===== config.mk =====
export PLATFORM = sky130hd
export DESIGN_NAME = apdu_hid_report_reassembler_unit_flat
export DESIGN_NICKNAME = d
export VERILOG_FILES = /design/src/rtl/ahrr_pkg.sv /design/src/rtl/ahrr_if.sv /design/src/rtl/ahrr_in_stage.sv /design/src/rtl/ahrr_deframer.sv /design/src/rtl/ahrr_out_stage.sv /design/src/rtl/apdu_hid_report_reassembler_unit.sv /design/src/flat_wrapper.sv
export SDC_FILE = /design/constraint.sdc
export NUM_CORES = 1
export LEC_CHECK = 0
export ABC_AREA = 1
export BUFFER_PORTS_ARGS = -buffer_cell sky130_fd_sc_hd__buf_4
export CAP_MARGIN = 20
export CORE_MARGIN = 10
export CORE_UTILIZATION = 55
export DETAILED_ROUTE_END_ITERATION = 7
export GPL_TIMING_DRIVEN = 0
export PLACE_DENSITY = 0.74
export REMOVE_ABC_BUFFERS = 1
export SLEW_MARGIN = 30
export SYNTH_ARGS = -nofsm -noshare
export SYNTH_HDL_FRONTEND = slang
export SYNTH_HIERARCHICAL = 1
export SYNTH_SLANG_ARGS = --single-unit

===== constraint.sdc =====
create_clock -name i_clk -period 4.54 [get_ports i_clk]
set_input_delay 1.135 -clock i_clk [delete_from_list [all_inputs] [get_ports i_clk]]
set_output_delay 1.135 -clock i_clk [all_outputs]
set_load 0.01 [all_outputs]

===== src/rtl/ahrr_pkg.sv =====
`default_nettype none
// ----------------------------------------------------------------------------
// ahrr_pkg
// Shared types, constants and helpers of the HID report reassembler.
// ----------------------------------------------------------------------------
package ahrr_pkg;

    localparam int REPORT_BYTES_DFLT = 64;

    localparam int SEQ_HI_POS        = 3;
    localparam int SEQ_LO_POS        = 4;
    localparam int LEN_HI_POS        = 5;
    localparam int LEN_LO_POS        = 6;
    localparam int FIRST_PAYLOAD_POS = 7;
    localparam int NEXT_PAYLOAD_POS  = 5;

    localparam logic [1:0] ERR_NONE = 2'd0;
    localparam logic [1:0] ERR_SEQ  = 2'd1;
    localparam logic [1:0] ERR_LEN  = 2'd2;

    typedef struct packed {
        logic [7:0]  data_byte;
        logic [15:0] status_word;
        logic        end_of_response;
        logic [1:0]  error_code;
    } t_res_item;

    typedef struct packed {
        logic      valid;
        t_res_item item;
    } t_step_res;

    // Bit 1 is the length error, bit 0 the sequence mismatch.
    function automatic logic [1:0] err_code(input logic [1:0] flags);
        logic [1:0] code;
        if (flags[1]) begin
            code = ERR_LEN;
        end else if (flags[0]) begin
            code = ERR_SEQ;
        end else begin
            code = ERR_NONE;
        end
        return code;
    endfunction

endpackage
`default_nettype wire


===== src/rtl/ahrr_if.sv =====
`default_nettype none
// ----------------------------------------------------------------------------
// ahrr_if
// Valid/ready channels for report bytes and reassembled response items.
// ----------------------------------------------------------------------------
interface ahrr_in_if;
    logic       valid;
    logic       ready;
    logic [7:0] report_byte;

    modport source (output valid, output report_byte, input ready);
    modport sink (input valid, input report_byte, output ready);
endinterface

interface ahrr_out_if;
    logic        valid;
    logic        ready;
    logic [7:0]  data_byte;
    logic [15:0] status_word;
    logic        end_of_response;
    logic [1:0]  error_code;

    modport source (output valid, output data_byte, output status_word,
                    output end_of_response, output error_code, input ready);
    modport sink (input valid, input data_byte, input status_word,
                  input end_of_response, input error_code, output ready);
endinterface
`default_nettype wire


===== src/rtl/ahrr_in_stage.sv =====
`default_nettype none
// ----------------------------------------------------------------------------
// ahrr_in_stage
// Input register that holds one accepted report byte until it is processed.
// ----------------------------------------------------------------------------
module ahrr_in_stage (
    input  wire        i_clk,
    input  wire        i_rst_n,
    ahrr_in_if.sink    i_report,
    input  wire        i_advance,
    output logic       o_step,
    output logic [7:0] o_byte
);

    logic       r_valid;
    logic       n_valid;
    logic [7:0] r_byte;
    logic       accept;

    assign o_step         = r_valid && i_advance;
    assign i_report.ready = !r_valid || i_advance;
    assign accept         = i_report.valid && i_report.ready;
    assign o_byte         = r_byte;

    always_comb begin
        n_valid = r_valid;
        if (accept) begin
            n_valid = 1'b1;
        end else if (o_step) begin
            n_valid = 1'b0;
        end
    end

    always_ff @(posedge i_clk) begin
        if (!i_rst_n) begin
            r_valid <= 1'b0;
        end else begin
            r_valid <= n_valid;
        end
    end

    always_ff @(posedge i_clk) begin
        if (accept) begin
            r_byte <= i_report.report_byte;
        end
    end

endmodule
`default_nettype wire


===== src/rtl/ahrr_deframer.sv =====
`default_nettype none
// ----------------------------------------------------------------------------
// ahrr_deframer
// Report position tracking, sequence check, length count and status capture.
// ----------------------------------------------------------------------------
module ahrr_deframer import ahrr_pkg::*; #(
    parameter int REPORT_BYTES = REPORT_BYTES_DFLT
) (
    input  wire        i_clk,
    input  wire        i_rst_n,
    input  wire        i_step,
    input  wire  [7:0] i_byte,
    output t_step_res  o_res
);

    localparam int PosW = $clog2(REPORT_BYTES);

    localparam logic [1:0] PH_FIRST = 2'd0;
    localparam logic [1:0] PH_NEXT  = 2'd1;
    localparam logic [1:0] PH_DRAIN = 2'd2;

    localparam logic [PosW-1:0] LastPos = PosW'(REPORT_BYTES - 1);

    logic [PosW-1:0] r_pos, n_pos;
    logic [15:0]     r_exp_seq, n_exp_seq;
    logic [7:0]      r_seq_hi, n_seq_hi;
    logic [15:0]     r_rem, n_rem;
    logic [7:0]      r_held, n_held;
    logic [1:0]      r_phase, n_phase;
    logic [1:0]      r_eflags, n_eflags;
    logic [15:0]     rem_dec;
    logic [PosW-1:0] payload_pos;

    always_comb begin
        n_pos       = r_pos;
        n_exp_seq   = r_exp_seq;
        n_seq_hi    = r_seq_hi;
        n_rem       = r_rem;
        n_held      = r_held;
        n_phase     = r_phase;
        n_eflags    = r_eflags;
        o_res       = '0;
        rem_dec     = r_rem - 16'd1;
        payload_pos = (r_phase == PH_FIRST) ? PosW'(FIRST_PAYLOAD_POS)
                                            : PosW'(NEXT_PAYLOAD_POS);

        if (r_phase == PH_FIRST && r_pos == '0) begin
            n_eflags  = 2'b00;
            n_exp_seq = 16'd0;
            n_rem     = 16'd0;
        end

        if (r_phase != PH_DRAIN) begin
            if (r_pos == PosW'(SEQ_HI_POS)) begin
                n_seq_hi = i_byte;
            end else if (r_pos == PosW'(SEQ_LO_POS)) begin
                if ({r_seq_hi, i_byte} != n_exp_seq) begin
                    n_eflags[0] = 1'b1;
                end
                n_exp_seq = n_exp_seq + 16'd1;
            end else if (r_phase == PH_FIRST && r_pos == PosW'(LEN_HI_POS)) begin
                n_rem = {i_byte, 8'd0};
            end else if (r_phase == PH_FIRST && r_pos == PosW'(LEN_LO_POS)) begin
                n_rem = {r_rem[15:8], i_byte};
                if (n_rem < 16'd2) begin
                    n_eflags[1]                = 1'b1;
                    n_rem                      = 16'd0;
                    o_res.valid                = 1'b1;
                    o_res.item.end_of_response = 1'b1;
                    o_res.item.error_code      = err_code(n_eflags);
                    n_phase                    = PH_DRAIN;
                end
            end else if (r_pos >= payload_pos && r_rem != 16'd0) begin
                n_rem = rem_dec;
                if (rem_dec >= 16'd2) begin
                    o_res.valid           = 1'b1;
                    o_res.item.data_byte  = i_byte;
                    o_res.item.error_code = err_code(n_eflags);
                end else if (rem_dec == 16'd1) begin
                    n_held = i_byte;
                end else begin
                    o_res.valid                = 1'b1;
                    o_res.item.status_word     = {r_held, i_byte};
                    o_res.item.end_of_response = 1'b1;
                    o_res.item.error_code      = err_code(n_eflags);
                    n_phase                    = PH_DRAIN;
                end
            end
        end

        if (r_pos == LastPos) begin
            n_pos = '0;
            if (n_phase == PH_DRAIN) begin
                n_phase = PH_FIRST;
            end else if (n_phase == PH_FIRST) begin
                n_phase = PH_NEXT;
            end
        end else begin
            n_pos = r_pos + PosW'(1);
        end

        o_res.valid = o_res.valid && i_step;
    end

    always_ff @(posedge i_clk) begin
        if (!i_rst_n) begin
            r_pos     <= '0;
            r_exp_seq <= 16'd0;
            r_seq_hi  <= 8'd0;
            r_rem     <= 16'd0;
            r_held    <= 8'd0;
            r_phase   <= PH_FIRST;
            r_eflags  <= 2'b00;
        end else if (i_step) begin
            r_pos     <= n_pos;
            r_exp_seq <= n_exp_seq;
            r_seq_hi  <= n_seq_hi;
            r_rem     <= n_rem;
            r_held    <= n_held;
            r_phase   <= n_phase;
            r_eflags  <= n_eflags;
        end
    end

endmodule
`default_nettype wire


===== src/rtl/ahrr_out_stage.sv =====
`default_nettype none
// ----------------------------------------------------------------------------
// ahrr_out_stage
// Result register that presents one response item to the receiver.
// ----------------------------------------------------------------------------
module ahrr_out_stage import ahrr_pkg::*; (
    input  wire        i_clk,
    input  wire        i_rst_n,
    input  t_step_res  i_res,
    ahrr_out_if.source o_resp,
    output logic       o_free
);

    logic      r_valid;
    logic      n_valid;
    t_res_item r_item;

    assign o_free = !r_valid || o_resp.ready;

    always_comb begin
        n_valid = r_valid;
        if (i_res.valid) begin
            n_valid = 1'b1;
        end else if (o_resp.ready) begin
            n_valid = 1'b0;
        end
    end

    always_ff @(posedge i_clk) begin
        if (!i_rst_n) begin
            r_valid <= 1'b0;
        end else begin
            r_valid <= n_valid;
        end
    end

    always_ff @(posedge i_clk) begin
        if (i_res.valid) begin
            r_item <= i_res.item;
        end
    end

    assign o_resp.valid           = r_valid;
    assign o_resp.data_byte       = r_item.data_byte;
    assign o_resp.status_word     = r_item.status_word;
    assign o_resp.end_of_response = r_item.end_of_response;
    assign o_resp.error_code      = r_item.error_code;

endmodule
`default_nettype wire


===== src/rtl/apdu_hid_report_reassembler_unit.sv =====
`default_nettype none
// ----------------------------------------------------------------------------
// apdu_hid_report_reassembler_unit
// Recovers one response from a stream of fixed-size transport report bytes.
// ----------------------------------------------------------------------------
// The report channel takes one byte per transaction, reports of REPORT_BYTES
// bytes back to back. The response channel gives one item per transaction: a
// payload byte, or a closing item with end_of_response set and the status word
// (zero on a length error), each with the error code seen so far in the response.
// An accepted byte is processed while it sits in the input register, and its
// result, if any, is registered in the result register as the byte leaves;
// the response channel offers it from there. The block takes one byte every
// cycle while the receiver keeps up, since the report position, sequence and
// length updates are combinational.
// When the receiver stalls with a result pending, the input register holds
// the next byte and the report channel accepts one more byte at most.
// Reset empties both registers and waits for the first report of a response.
// ----------------------------------------------------------------------------
module apdu_hid_report_reassembler_unit import ahrr_pkg::*; #(
    parameter int REPORT_BYTES = REPORT_BYTES_DFLT
) (
    input  wire        i_clk,
    input  wire        i_rst_n,
    ahrr_in_if.sink    i_report,
    ahrr_out_if.source o_resp
);

    logic       out_free;
    logic       step;
    logic [7:0] in_byte;
    t_step_res  step_res;

    ahrr_in_stage u_in_stage (
        .i_clk     (i_clk),
        .i_rst_n   (i_rst_n),
        .i_report  (i_report),
        .i_advance (out_free),
        .o_step    (step),
        .o_byte    (in_byte)
    );

    ahrr_deframer #(
        .REPORT_BYTES (REPORT_BYTES)
    ) u_deframer (
        .i_clk   (i_clk),
        .i_rst_n (i_rst_n),
        .i_step  (step),
        .i_byte  (in_byte),
        .o_res   (step_res)
    );

    ahrr_out_stage u_out_stage (
        .i_clk   (i_clk),
        .i_rst_n (i_rst_n),
        .i_res   (step_res),
        .o_resp  (o_resp),
        .o_free  (out_free)
    );

`ifndef SYNTH
    a_eor_no_data: assert property (@(posedge i_clk) disable iff (!i_rst_n)
        o_resp.valid && o_resp.end_of_response |-> o_resp.data_byte == 8'd0)
        else $error("closing item carries a data byte");

    a_data_no_status: assert property (@(posedge i_clk) disable iff (!i_rst_n)
        o_resp.valid && !o_resp.end_of_response |-> o_resp.status_word == 16'd0)
        else $error("data item carries a status word");

    a_len_err_closes: assert property (@(posedge i_clk) disable iff (!i_rst_n)
        o_resp.valid && o_resp.error_code == ERR_LEN |->
            o_resp.end_of_response && o_resp.status_word == 16'd0)
        else $error("length error item is not a closing item");

    a_code_range: assert property (@(posedge i_clk) disable iff (!i_rst_n)
        o_resp.valid |-> o_resp.error_code == ERR_NONE ||
            o_resp.error_code == ERR_SEQ || o_resp.error_code == ERR_LEN)
        else $error("undefined error code on the response channel");
`endif

endmodule
`default_nettype wire


===== src/flat_wrapper.sv =====
// flat-port wrapper written by rule: the top's interface ports become plain ports
module apdu_hid_report_reassembler_unit_flat import ahrr_pkg::*;
#(
    parameter int REPORT_BYTES = REPORT_BYTES_DFLT
)
  (i_clk, i_rst_n, i_report_valid, i_report_report_byte, i_report_ready, o_resp_valid, o_resp_data_byte, o_resp_status_word, o_resp_end_of_response, o_resp_error_code, o_resp_ready);
  ahrr_in_if i_report_i ();
  ahrr_out_if o_resp_i ();
  input  wire i_clk;
  input  wire i_rst_n;
  input wire logic [$bits(i_report_i.valid)-1:0] i_report_valid;
  input wire logic [$bits(i_report_i.report_byte)-1:0] i_report_report_byte;
  output wire logic [$bits(i_report_i.ready)-1:0] i_report_ready;
  output wire logic [$bits(o_resp_i.valid)-1:0] o_resp_valid;
  output wire logic [$bits(o_resp_i.data_byte)-1:0] o_resp_data_byte;
  output wire logic [$bits(o_resp_i.status_word)-1:0] o_resp_status_word;
  output wire logic [$bits(o_resp_i.end_of_response)-1:0] o_resp_end_of_response;
  output wire logic [$bits(o_resp_i.error_code)-1:0] o_resp_error_code;
  input wire logic [$bits(o_resp_i.ready)-1:0] o_resp_ready;
  assign i_report_i.valid = i_report_valid;
  assign i_report_i.report_byte = i_report_report_byte;
  assign i_report_ready = i_report_i.ready;
  assign o_resp_valid = o_resp_i.valid;
  assign o_resp_data_byte = o_resp_i.data_byte;
  assign o_resp_status_word = o_resp_i.status_word;
  assign o_resp_end_of_response = o_resp_i.end_of_response;
  assign o_resp_error_code = o_resp_i.error_code;
  assign o_resp_i.ready = o_resp_ready;
  apdu_hid_report_reassembler_unit #(.REPORT_BYTES(REPORT_BYTES)) u_core (.i_clk(i_clk), .i_rst_n(i_rst_n), .i_report(i_report_i), .o_resp(o_resp_i));
endmodule

==> out/qor.csv, run 1 <==
metric;value;unit
synth.top_cell.area_share;22.46;%
tightest_slew;0.9072;ns
grt_max_degree;31;
portBuffers;40;
final_common_cell;nand2_1;
die_area;14070;µm²
yosysSeqAreaShare;42.12;%
clock-sinks;95;
yosys_register_bits;95;
avgSynthCellArea;7.672;µm²
vias;4696;
worst-setup-path-type;primary input to flip-flop;
cts_resized;0;
hpwl;9320;µm
cts_buffer_depth;2;
grtUsageMet3;3.855;%
powerDensity;285.7;nW/µm²
yosys.area.top_type;dfxtp_1;
fin_skew;0.01324;ns
p_leak;2.512;nW
path_cells;buf_4 -> inv_1 -> nand2_2 -> nand2_1 -> inv_1 -> inv_1 -> nor2_1 -> inv_1 -> nor2_1 -> o21ai_0 -> a21oi_1;
grt_overflow;0;
clk_pin_slew_worst_paths;0.11;ns
synth_cell_type_count;45;
fill_cells;861;
drv_slew;0;
startpoint;o_resp_ready;
cp_max_fo;20;
r2r_slack;1.63;ns
track_usage;17.82;%
gr-max-usage-layer;met2;
nNetsFinal;749;
wl_per_cell;14.92;µm
rr_worst_depth;11;
num_io_pins;41;
fin_crit;3.359;ns
met1_usage;23.99;%
worstReg2RegStart;u_core/u_deframer/r_pos[0];
required;4.84;ns
diodes;0;
synth_cells;697;
rsz0062_at_grt;false;
peakVddDrop;0.1681;mV
status;complete, no violations;
drive_gt1_share;16.78;%
cts-buffers-inserted;9;
cts_root_buf;clkbuf_8;
syn_area;5348;µm²
h-tree-depth;3;
final_cell_mix;nand2_1 (146), inv_1 (89), nor2_1 (64);
grt_pass1_wl;21240;µm
die_w;118.6;µm
hold_path.class;flip-flop to flip-flop;
cts_tree;done;
drt-initial-drc-count;385;
cp_slowest_stage_delay;0.70;ns
max_freq;297.7;MHz
critPathCapture;u_core/u_deframer/r_seq_hi[3];
async_flop_share;0;%
routed_wl;12860;µm
std_cell_rows;35;
place_congestion;0.9445;
ys_warn_count;6;
synth_area_leaders;dfxtp_1 (22%), edfxtp_1 (20%), nand2_1 (10%);
finalSetupTns;0;ns
first_pass_iters;5;
start_util;57.06;%
multiInputGateArea;2638;µm²
layout.area.seq;2252;µm²
antenna_found_initial;0;
cts_hold_buf;0;
grt_pass1_vias;4383;
drc;0;
cp-end-kind;flip-flop;
met2_usage;28.42;%
r2r_end;u_core/u_deframer/r_exp_seq[8];
final_antenna_net_count;0;
period_share;74.00;%
finalHoldViolations;0;
cp-start-kind;primary input;
syn_to_final_growth;11.35;%
synth-edff-count;35;
die_h;118.6;µm
coreArea;9371;µm²
via_per_inst;5.448;
synth_ff_type;dfxtp_1;
utilization;63.54;%
relSlewSlack;39.30;%
arrival;3.66;ns
maxCapViolations;0;
crit_top_cell;inv_1;
postCtsSetupRepairBufs;0;
final-setup-viol-count;0;
clock_latency;0.37;ns
crit_slowest_cell;nor2_1;
==> layer usage <==
metal / part of all wire [%] / routed length (µm)
met5: 0 / 0
met3: 6.4 / 827
met1: 47 / 6026
met2: 46 / 5892
met4: 0.89 / 114
==> synth_stat cells, types with 4 or more instances <==
master / n
o21ai_0: 29
xnor2_1: 4
nand4_1: 10
edfxtp_1: 35
nand2_1: 146
inv_1: 90
nor2_4: 9
clkbuf_1: 16
inv_2: 8
dfxtp_1: 60
nor2_1: 65
nand2_2: 12
nand3_1: 31
nor3_1: 39
ha_1: 9
nor2_2: 11
a21oi_1: 48
a211oi_2: 8
xor2_1: 15
o211ai_1: 5
o22ai_1: 7
==> state kept, by name, summed over array words and instances (netlist names) <==
signal,count
u_core/u_in_stage/o_byte,8
u_core/u_deframer/r_pos,6
u_core/u_deframer/r_seq_hi,8
u_core/u_deframer/r_phase,2
u_core/u_out_stage/o_resp.end_of_response,1
u_core/u_out_stage/o_resp.data_byte,8
u_core/u_deframer/r_held,8
u_core/u_out_stage/o_resp.error_code,2
u_core/u_out_stage/o_resp.valid,1
u_core/u_out_stage/o_resp.status_word,16
u_core/u_in_stage/r_valid,1
u_core/u_deframer/r_rem,16
u_core/u_deframer/r_exp_seq,16
u_core/u_deframer/r_eflags,2
==> power by group <==
part	switching (mW)	leakage, nW	internal (mW)
combinational	0.154	1.55	0.0690
clock	0.350	0.105	0.223
sequential	0.0167	0.860	0.888
==> per-stage QoR <==
stage / cells / setup WS [ns] / hold slack (ns) / instance area [µm²] / total power [mW]
after global routing: 862 / 0.8823 / 0.4993 / 5954 / 1.774
after floorplan: 676 / 1.053 / 0.4454 / 5250 / 1.085
after CTS: 862 / 1.214 / 0.4749 / 5954 / 1.710
after detailed placement: 846 / 0.8350 / 0.4592 / 5747 / 1.144
final: 862 / 1.181 / 0.4730 / 5954 / 1.701
after global placement: 845 / 0.1071 / 0.4517 / 5712 / 1.140
==> cell type report <==
type,count,share of cell area (%)
multi-input cells,483,44.30
flip-flops and latches,95,37.82
inverters,98,6.178
repair buffers,41,5.505
well taps,129,2.711
clock buffers,9,2.080
clock inverters,7,1.408
==> cell families (layout without fill, tap and decap cells) <==
family	count (synthesis)	after routing	share of synthesized area, %
compound gates	115	115	13.48
buf+inv	119	155	8.704
simple gates	340	340	30.49
fa+ha+maj	9	9	2.106
flops	95	95	42.12
xor+xnor	19	19	3.112
==> critical path: cells and delay by family <==
| kind | cells | cell delay [ns] |
|---|---|---|
| AND/OR/NAND/NOR | 4 | 1.06 |
| buffers and inverters | 5 | 1.11 |
| AO/OA/AOI/OAI | 2 | 0.33 |
==> how the worst min path moves through the flow <==
stage | cells after the start | to | slack [ns] | start
finish | 2 | u_core/u_deframer/r_eflags[1] | 0.47 | u_core/u_deframer/r_eflags[1]
global route | 2 | u_core/u_deframer/r_exp_seq[1] | 0.50 | u_core/u_deframer/r_exp_seq[1]
CTS | 2 | u_core/u_deframer/r_eflags[1] | 0.47 | u_core/u_deframer/r_eflags[1]
detailed placement | 2 | u_core/u_deframer/r_eflags[1] | 0.46 | u_core/u_deframer/r_eflags[1]
global placement | 2 | u_core/u_deframer/r_exp_seq[1] | 0.45 | u_core/u_deframer/r_exp_seq[1]
floorplan | 2 | u_core/u_deframer/r_eflags[1] | 0.45 | u_core/u_deframer/r_eflags[1]
Power figures use the tool's default switching activity.
==> run 2: changes to the inputs <==
- clock period: 4.54 -> 3.2 ns (I/O delays scaled with it)
==> out/qor.csv, run 2 (synthesized netlist as in run 1, its figures left out) <==
metric;value;unit;change
die_h;118.6;µm;unchanged
cts_root_buf;clkbuf_8;;
maxCapViolations;0;;unchanged
grt_overflow;0;;unchanged
cts_tree;done;;
syn_to_final_growth;11.51;%;
drive_gt1_share;17.05;%;+0.27 points
std_cell_rows;35;;unchanged
worstReg2RegStart;u_core/u_deframer/r_rem[1];;
wl_per_cell;14.93;µm;about the same
grt_max_degree;31;;unchanged
final_antenna_net_count;0;;unchanged
relSlewSlack;39.39;%;+0.098 points
final_common_cell;nand2_1;;
cts_hold_buf;0;;unchanged
cp-end-kind;flip-flop;;
grt_pass1_vias;4383;;unchanged
clock-sinks;95;;unchanged
antenna_found_initial;0;;unchanged
powerDensity;404.7;nW/µm²;+42%
hold_start;u_core/u_deframer/r_eflags[1];;
fin_area;5963;µm²;+0.15%
tightest_slew;0.9091;ns;+0.001888 ns
fill_cells;859;;-0.23%
rr_worst_depth;15;;+4
startpoint;o_resp_ready;;
coreArea;9371;µm²;unchanged
required;3.47;ns;-1.37 ns
diodes;0;;unchanged
arrival;3.19;ns;-0.47 ns
clk_pin_slew_worst_paths;0.11;ns;about the same
drv_slew;0;;unchanged
peakVddDrop;0.2387;mV;+42%
via_per_inst;5.452;;about the same
cts-buffers-inserted;9;;unchanged
cp_max_fo;20;;unchanged
die_w;118.6;µm;unchanged
routed_wl;12870;µm;about the same
portBuffers;40;;unchanged
nNetsFinal;749;;unchanged
clock_latency;0.37;ns;about the same
fin_crit;2.927;ns;
place_congestion;0.9445;;unchanged
cp-start-kind;primary input;;
h-tree-depth;3;;unchanged
hpwl;9320;µm;unchanged
p_leak;2.512;nW;about the same
placed_area;5747;µm²;unchanged
vias;4700;;+0.085%
status;complete, no violations;;
utilization;63.63;%;+0.093 points
start_util;57.06;%;unchanged
final_cell_mix;nand2_1 (146), inv_1 (89), nor2_1 (63);;
finalHoldViolations;0;;unchanged
die_area;14070;µm²;unchanged
drt-initial-drc-count;416;;+8.1%
rsz0062_at_grt;false;;
postCtsSetupRepairBufs;0;;unchanged
num_io_pins;41;;unchanged
track_usage;17.82;%;unchanged
grt_pass1_wl;21240;µm;unchanged
hold_path.class;flip-flop to flip-flop;;
fin_skew;0.01361;ns;+0.0003605 ns
final-setup-viol-count;0;;unchanged
worst-setup-path-type;primary input to flip-flop;;
cts_buffer_depth;2;;unchanged
drc;0;;unchanged
hold_ws;0.4728;ns;-0.0001940 ns
max_freq;341.7;MHz;
min_path_cells;2;;unchanged
first_pass_iters;5;;unchanged
period_share;91.46;%;
-- run 2: cell types whose count changed in the layout (fill, tap and decap cells not counted) --
cell | before | now
nor2_1 | 64 | 63
nor2_2 | 11 | 12
nor4_1 | 2 | 1
nor4_2 | 0 | 1
-- run 2: final cells by class --
type | instances | area, µm² | share of cell area, %
Sequential cell | 95 | 2252 | 37.77
Timing Repair Buffer | 41 | 327.8 | 5.497
Clock inverter | 7 | 83.83 | 1.406
Tap cell | 129 | 161.4 | 2.707
Inverter | 98 | 367.9 | 6.169
Multi-Input combinational cell | 483 | 2646 | 44.38
Clock buffer | 9 | 123.9 | 2.077
-- run 2: metrics by stage --
step / TNS (ns) / total power [mW] / std cells / worst slack [ns]
after global routing: 0 / 2.517 / 862 / 0.03686
after detailed placement: -1.603 / 1.623 / 846 / -0.1700
after floorplan: -2.065 / 1.539 / 676 / -0.07467
final: 0 / 2.413 / 862 / 0.2732
after global placement: -25.70 / 1.618 / 845 / -0.8979
after CTS: 0 / 2.426 / 862 / 0.2093
-- run 2: repair_timing --
item                                    4_1_cts  5_1_grt
hold endpoints to repair                      0        0
resized for setup                             0        2
endpoints found under the setup margin        0       10
-- run 2: final timing paths --
kind	endpoint	slack [ns]
min reg2reg	u_core/u_deframer/r_eflags[1]	0.47
max	u_core/u_deframer/r_exp_seq[15]	0.27
max reg2reg	u_core/u_out_stage/o_resp.data_byte[1]	0.39
min	u_core/u_deframer/r_eflags[1]	0.47
-- run 2: per-layer routing --
| metal | track usage (%) | vias up | routed length, µm |
|---|---|---|---|
| met5 | 0 | - | 0 |
| met3 | 3.855 | 11 | 740 |
| met4 | 4.275 | 0 | 114 |
| met1 | 23.99 | 2189 | 6104 |
| met2 | 28.42 | 145 | 5913 |
| li1 | - | 2355 | - |
-- run 2: worst max-delay path: stages --
cell and delay (ns):
buf_4 0.08, inv_1 0.04, nand2_2 0.07, nand2_1 0.05, inv_1 0.42, inv_1 0.49, nor2_1 0.40, inv_1 0.16
nor3_1 0.34, nand2_1 0.11, o21ai_0 0.16, a21oi_1 0.06
-- run 2: power by group --
group,leakage (nW),internal (mW),switching (mW)
Combinational,1.55,0.0978,0.218
Clock,0.105,0.317,0.497
Sequential,0.860,1.26,0.0236
Total,2.51,1.67,0.738
